## config.mk

```make
export PLATFORM = sky130hd
export DESIGN_NAME = nrr_name_cmp
export DESIGN_NICKNAME = d
export VERILOG_FILES = /design/src/hw/rtl/named_region_registry_defines.svh /design/src/hw/rtl/nrr_name_cmp.sv
export SDC_FILE = /design/constraint.sdc
export NUM_CORES = 1
export LEC_CHECK = 0
export BUFFER_PORTS_ARGS = -buffer_cell sky130_fd_sc_hd__buf_2
export CELL_PAD_IN_SITES_DETAIL_PLACEMENT = 1
export CELL_PAD_IN_SITES_GLOBAL_PLACEMENT = 2
export CORE_MARGIN = 2
export CORE_UTILIZATION = 14
export DETAILED_ROUTE_END_ITERATION = 6
export PLACE_DENSITY = 0.95
export SLEW_MARGIN = 25
export SYNTH_ARGS = -nofsm -noshare
export SYNTH_HDL_FRONTEND = slang
export SYNTH_SLANG_ARGS = --single-unit
```

## constraint.sdc

```tcl
create_clock -name vclk -period 3.5
set_clock_uncertainty 0.05 [all_clocks]
set_input_delay 0.7 -clock vclk [all_inputs]
set_output_delay 0.7 -clock vclk [all_outputs]
set_load 0.01 [all_outputs]
```

## src/hw/rtl/named_region_registry_defines.svh

```systemverilog
// Assertion macros shared by the named region registry RTL.
// Each macro expects clk and rst in scope of the module that uses it.
`ifndef NAMED_REGION_REGISTRY_DEFINES_SVH
`define NAMED_REGION_REGISTRY_DEFINES_SVH

// invariant, checked every cycle out of reset
`define NRR_ASSERT_ALWAYS(lbl, expr, msg) \
  lbl: assert property (@(posedge clk) disable iff (rst) (expr)) else $error(msg);

// same-cycle implication
`define NRR_ASSERT_IMPLY(lbl, ante, cons, msg) \
  lbl: assert property (@(posedge clk) disable iff (rst) (ante) |-> (cons)) else $error(msg);

// next-cycle implication
`define NRR_ASSERT_NEXT(lbl, ante, cons, msg) \
  lbl: assert property (@(posedge clk) disable iff (rst) (ante) |=> (cons)) else $error(msg);

`endif

```

## src/hw/rtl/nrr_name_cmp.sv

```systemverilog
// Name comparator: equal up to and including the first zero byte.
// No dependencies.
module nrr_name_cmp #(
  parameter int NAME_BYTES = 16
) (
  input  logic [63:0] a_low,
  input  logic [63:0] a_high,
  input  logic [63:0] b_low,
  input  logic [63:0] b_high,
  output logic        equal
);

  logic [127:0] a;
  logic [127:0] b;

  assign a = {a_high, a_low};
  assign b = {b_high, b_low};

  always_comb begin
    logic ok;
    logic zero_seen;
    ok        = 1'b1;
    zero_seen = 1'b0;
    for (int i = 0; i < NAME_BYTES; i++) begin
      if (!zero_seen && (a[8*i +: 8] != b[8*i +: 8])) begin
        ok = 1'b0;
      end
      if (a[8*i +: 8] == 8'd0) begin
        zero_seen = 1'b1;
      end
    end
    equal = ok;
  end

endmodule

```

==> flow_summary.ini, run 1 <==
[final_layout]
finish.utilization = 0.262
fill_cells = 1660
nClkBuffers = 0
area_growth_pct = 84.2
seq_cells = 0
ff_latch_area_um2 = 0
final_cell_mix = buf_2, xor2_1, xnor2_1
layout_commonest_cell = buf_2
n_antenna_cell = 0
nets = 746
final_layout_size_suffix_gt1_frac = 0.545

[timing]
finalSetupViolations = 0
max_freq_mhz = 315
finalHoldViolations = 0
tns_ps = 0
final-max-slew-violation-count = 0
fin_crit_sh = 0.908
period_needed_ps = 3180
rsz0062_at_grt = no
tightestPinTransition_ps = 389
relSlewSlack = 0.738

[global_routing]
grt_pass1_wl_um = 13100
grtUsageTotal = 0.119
grt_max_degree = 3
first_global_vias = 2960
overflow = 0
antenna_found_initial = 1

[drt]
via_per_inst = 4.22
drtPass1Iterations = 4
post_drt_wl_per_cell_um = 14.3
wirelength_um = 9440
vias = 2787
postRouteAntennaNets = 0
drc = 0
drtIter0Drc = 47

[synth]
syn_area_um2 = 1780
synthAdderAreaFrac = 0
synth_mux_area_frac = 0
syn_inst = 231
synth_xor_area_frac = 0.629
synth_compound_area_frac = 0.0695
synth_top_family_by_area = XOR/XNOR gates
avgSynthCellArea_um2 = 7.72
yosysWarningCount = 0
yosysSeqAreaShare = 0
syn_nets = 487
synth_cell_types = 29
synth_simple_gate_area_frac = 0.302

[placement]
dp_hpwl_um = 9030
portBuffers = 257
place_congestion = 0.820

[power]
power_density_nw_per_um2 = 106
leakage_nw = 1.54
power_mw = 0.348
ir_drop_v = 0.0000254

[floorplanning]
fp.dieH_um = 117
rows = 41
start_util = 0.142
dieArea_um2 = 13700
die_x_um = 117
pin_count = 257
core_um2 = 12500

[hold_path]
worstHoldStart = b_low[35]
hp-class = in2out
whs_path_depth = 6

[critical_path]
critPathCaptureType = output pin
crit_end = equal
critPathKind = in2out
crit_required_ps = 2750
cp-startpoint = b_high[31]
cp_max_fo = 2
crit_arrival_ps = 2430
critPathLaunchType = input port

[outcome]
status = finished, final reports clean

[run]
drv_cap = 0

[clock_network]
cts_resized = 0
postCtsSetupBuffers = 0
cts_hold_buf = 0
==> synth_stat cells, types with 2 or more instances <==
| library cell | number | share of area |
|---|---|---|
| xnor2_1 | 64 | 0.31 |
| xor2_1 | 64 | 0.31 |
| nor4_1 | 41 | 0.14 |
| nand4_1 | 16 | 0.056 |
| nand2_1 | 13 | 0.027 |
| nor2_1 | 4 | 0.0084 |
| o21ai_0 | 3 | 0.0084 |
| nor3_1 | 2 | 0.0056 |
| o21ai_1 | 2 | 0.0056 |
| or4_1 | 2 | 0.0084 |
| or4_4 | 2 | 0.013 |
==> cell families (layout without fill, tap and decap cells) <==
family / after synthesis / count (layout)
AOI/OAI and AO/OA: 17 / 17
xor gates and xnor gates: 128 / 128
buffers and inverters: 0 / 257
and+or+nand+nor: 86 / 86
==> worst max-delay path: stages <==
cell and delay [ps]:
buf_2 100, xor2_1 150, nor4_1 310, nand2_1 120, nor3_1 290, and4_1 230
a221oi_1 100, o31ai_1 240, buf_2 180
==> stage by stage <==
| step | cell area (um^2) | std cells | hold WS, ps | setup WS, ps |
|---|---|---|---|---|
| after floorplan | 1780 | 231 | 1670 | 602 |
| after global placement | 3280 | 660 | 1970 | 300 |
| after detailed placement | 3280 | 660 | 1970 | 270 |
| after CTS | 3280 | 660 | 1970 | 268 |
| after global routing | 3280 | 660 | 1980 | 41.7 |
| final | 3280 | 660 | 1950 | 322 |
==> final cells by class <==
type | instances | area, um^2 | share of cell area
Multi-Input combinational cell | 231 | 1780 | 0.543
Tap cell | 172 | 215 | 0.0655
Timing Repair Buffer | 257 | 1290 | 0.392
==> power by group <==
part	total [mW]	switching [mW]	internal, mW
Sequential	0	0	0
Clock	0	0	0
Combinational	0.348	0.154	0.194
Total	0.348	0.154	0.194
==> worst min-delay path by stage <==
stage / to / slack (ps)
finish: equal / 1950
global route: equal / 1980
CTS: equal / 1970
detailed placement: equal / 1970
global placement: equal / 1970
floorplan: equal / 1670
==> routing by layer <==
layer / wire [um] / track usage / vias to the layer above / part of all wire
met1: 3170 / 0.115 / 1241 / 0.34
met4: 64 / 0.0110 / 2 / 0.0068
met3: 978 / 0.0196 / 8 / 0.10
met5: 16 / 0 / - / 0.0017
met2: 5210 / 0.266 / 164 / 0.55
li1: - / - / 1372 / -
(Power assumes the default switching activity.)
==> run 2: changes to the inputs <==
--- a/config.mk
+++ b/config.mk
@@ -17,2 +17,3 @@
 export SYNTH_HDL_FRONTEND = slang
 export SYNTH_SLANG_ARGS = --single-unit
+export TNS_END_PERCENT = 20
==> constraint.sdc (replaced) <==
create_clock -name vclk -period 3.5
set_clock_uncertainty 0.05 [all_clocks]
set_input_delay 0.35 -clock vclk [all_inputs]
set_output_delay 0.35 -clock vclk [all_outputs]
set_load 0.01 [all_outputs]
==> run 2 against run 1 <==
Fmax rose by 26%. Via count decreased by 0.18%. Sequential cell count unchanged. Combinational power about the same. Critical endpoint unchanged.
==> flow_summary.ini, run 2 (synthesis results as in run 1) <==
[outcome]
status = finished, final reports clean

[clock_network]
postCtsSetupBuffers = 0
cts_hold_buf = 0
cts_resized = 0

[critical_path]
cp.depth = 9
crit_required_ps = 3100
critical_path_buf_inv_count = 2
crit_chain = buf_2, xor2_1, nor4_1, nand2_1, nor3_1, and4_1, a221oi_1, o31ai_1, buf_2
path_delay_family = simple AND/OR/NAND/NOR gates
crit_arrival_ps = 2120
critPathCaptureType = output pin
critPathMaxStageDelay_ps = 310
cp_common_cell = buf_2
critPathKind = in2out
crit_path_top_delay_cell = nor3_1
cp_max_fo = 2
critPathLaunchType = input port

[final_layout]
n_antenna_cell = 0
nets = 746
seq_cells = 0
layout_commonest_cell = buf_2
nClkBuffers = 0
multi_input_area_um2 = 1780
fill_cells = 1657
area_growth_pct = 84.2
design_area_um2 = 3280
ff_latch_area_um2 = 0
final_layout_size_suffix_gt1_frac = 0.545
final_cell_mix = buf_2, xor2_1, xnor2_1

[power]
power_mw = 0.349
ir_drop_v = 0.0000281
power_density_nw_per_um2 = 106
leakage_nw = 1.54

[global_routing]
first_global_vias = 2979
antenna_found_initial = 2
grt_max_degree = 3
overflow = 0
grtUsageTotal = 0.122
grt_pass1_wl_um = 13300

[timing]
tns_ps = 0
max_freq_mhz = 397
finalHoldViolations = 0
finalSetupViolations = 0
fin_crit_sh = 0.719
relSlewSlack = 0.724
final-max-slew-violation-count = 0
rsz0062_at_grt = no
tightestPinTransition_ps = 411
period_needed_ps = 2520

[drt]
drtIter0Drc = 23
post_drt_wl_per_cell_um = 14.5
drtPass1Iterations = 3
wirelength_um = 9600
via_per_inst = 4.22
vias = 2782
postRouteAntennaNets = 0
drc = 0

[floorplanning]
rows = 41
core_um2 = 12500
die_x_um = 117
pin_count = 257
start_util = 0.142
fp.dieH_um = 117
dieArea_um2 = 13700

[hold_path]
hp-class = in2out
whs_path_depth = 6

[placement]
portBuffers = 257
place_congestion = 0.845
placed_cell_area_um2 = 3280
dp_hpwl_um = 9230

[run]
drv_cap = 0
==> run 2: cell counts in the layout (fill, tap and decap cells not counted) <==
No cell type changed its count.
==> run 2: where the power goes <==
| group | internal [mW] | switching [mW] | total, mW |
|---|---|---|---|
| Sequential | 0 | 0 | 0 |
| Clock | 0 | 0 | 0 |
| Combinational | 0.194 | 0.155 | 0.349 |
| Total | 0.194 | 0.155 | 0.349 |
==> run 2: final cells by class <==
class / instances / area share
multi-input combinational: 231 / 0.543
tap: 172 / 0.0655
timing repair buffer: 257 / 0.392
==> run 2: path summary, 6_finish.rpt <==
path,from,end,slack (ps)
worst min-delay path,b_low[35],equal,1240
worst max-delay path,b_high[31],equal,980
==> run 2: per-stage QoR <==
step | util | hold slack (ps) | instances | setup WS (ps)
6_report | 0.262 | 1240 | 660 | 982
5_1_grt | 0.262 | 1280 | 660 | 884
4_1_cts | 0.262 | 1270 | 660 | 966
3_5_place_dp | 0.262 | 1270 | 660 | 969
3_3_place_gp | 0.262 | 1260 | 660 | 1020
2_1_floorplan | - | 967 | 231 | 1300
==> run 2: routing by layer <==
layer	routed length, um	GRT usage	share of wire
met4	83	0.0110	0.0086
met3	947	0.0227	0.099
met5	16	0	0.0017
met1	3210	0.116	0.33
met2	5350	0.271	0.56
==> run 2: worst min-delay path, cell delays in order <==
cell and delay [ps]:
buf_2 90, xor2_1 130, nor4_1 60, o2111ai_1 90
o31ai_1 70, buf_2 140
==> run 3: changes to the inputs <==
Settings changed: CORE_UTILIZATION 14 to 12, PLACE_DENSITY 0.95 to 0.89.
Clock period 3.5 ns to 2.3 ns, I/O delays scaled along.
==> run 3 against run 2 <==
Die area grew 16%. Via count fell by 1.7%. Utilization down 3.4 points. Count of clock-buffer cells in the layout stayed put. Critical path depth unchanged. Combinational power is 51% higher. Non-clock buffer count increased by 2. Total power is 51% higher. Hold slack got worse by 190 ps. Sequential share of layout area did not move. Critical endpoint unchanged.
==> flow_summary.ini, run 3 (synthesis results as in run 1) <==
[hold_path]
worstHoldStart = b_low[35]
hp-class = in2out
whs_path_depth = 6
holdPathEnd = equal

[clock_network]
cts_hold_buf = 0

[run]
drv_cap = 0

[critical_path]
critPathLaunchType = input port
critPathKind = in2out
cp_max_fo = 2
critPathCaptureType = output pin
crit_arrival_ps = 1870
cp-startpoint = a_high[4]
crit_required_ps = 2020

[drt]
via_per_inst = 4.06
routed.top_layer = met4
drc = 0
post_drt_wl_per_cell_um = 13.7
vias = 2735
wirelength_um = 9220
drtIter0Drc = 32
postRouteAntennaNets = 0
met3RoutedLength_um = 864
met2_length_um = 4780
met1_length_um = 3480
drtPass1Iterations = 4

[global_routing]
antenna_found_initial = 0
first_global_vias = 3067
overflow = 0
grt_pass1_wl_um = 14200
grt_max_degree = 3
grtUsageTotal = 0.108

[floorplanning]
start_util = 0.123
core_um2 = 14500
pin_count = 257
die_x_um = 126
fp.dieH_um = 126
dieArea_um2 = 15800
rows = 44

[timing]
period_needed_ps = 2150
finalSetupViolations = 0
whs_ps = 1050
relSlewSlack = 0.686
tns_ps = 0
tightestPinTransition_ps = 467
rsz0062_at_grt = no
finalHoldViolations = 0
final-max-slew-violation-count = 0
fin_crit_sh = 0.934
max_freq_mhz = 465

[power]
leakage_nw = 1.55
ir_drop_v = 0.0000400
power_density_nw_per_um2 = 159

[final_layout]
ff_latch_area_um2 = 0
final_cell_mix = buf_2, xor2_1, xnor2_1
final_cells = 674
nets = 748
nClkBuffers = 0
seq_cells = 0
area_growth_pct = 86.5
final_layout_size_suffix_gt1_frac = 0.551
layout_commonest_cell = buf_2
n_antenna_cell = 0

[placement]
dp.cells = 674
portBuffers = 257
place_congestion = 0.824
dp_hpwl_um = 8880

[outcome]
status = finished, final reports clean
-- run 3: layer usage --
metal | global-route usage | vias up
li1 | - | 1380
met5 | 0 | -
met1 | 0.118 | 1186
met2 | 0.220 | 163
met3 | 0.0191 | 6
met4 | 0.00905 | 0
-- run 3: worst max-delay path: stages --
cell      delay, ps
buf_2           110
or4_4           540
nor2_4          140
a21oi_2          50
nor3_2          140
and4_1          190
a221oi_1         90
o31ai_1         200
buf_2           180
-- run 3: worst max path at each step --
stage,end,depth (start not counted)
finish,equal,9
global route,equal,9
CTS,equal,9
detailed placement,equal,9
global placement,equal,9
floorplan,equal,7
-- run 3: what timing repair did --
| item | in CTS | in global routing |
|---|---|---|
| setup buffers | 0 | 0 |
| setup endpoints to repair | 0 | 1 |
| gates resized for setup | 0 | 3 |
-- run 3: per-stage QoR --
stage	util	setup slack (ps)	instance area (um^2)	power, mW
floorplan	-	342	1780	0.208
detailed placement	0.228	13.5	3310	0.532
finish	0.229	151	3320	0.527
CTS	0.228	11.5	3310	0.535
global route	0.229	14.9	3320	0.584
global placement	0.228	77.1	3310	0.525
-- run 3: cell type report --
cell class | instances | area (um^2)
Fill cell | 1877 | 11200
Multi-Input combinational cell | 231 | 1790
Timing Repair Buffer | 259 | 1300
Tap cell | 184 | 230
-- run 3: where the power goes --
| group | internal [mW] | switching [mW] |
|---|---|---|
| registers | 0 | 0 |
| clock network | 0 | 0 |
| logic | 0.296 | 0.232 |
| total | 0.296 | 0.232 |
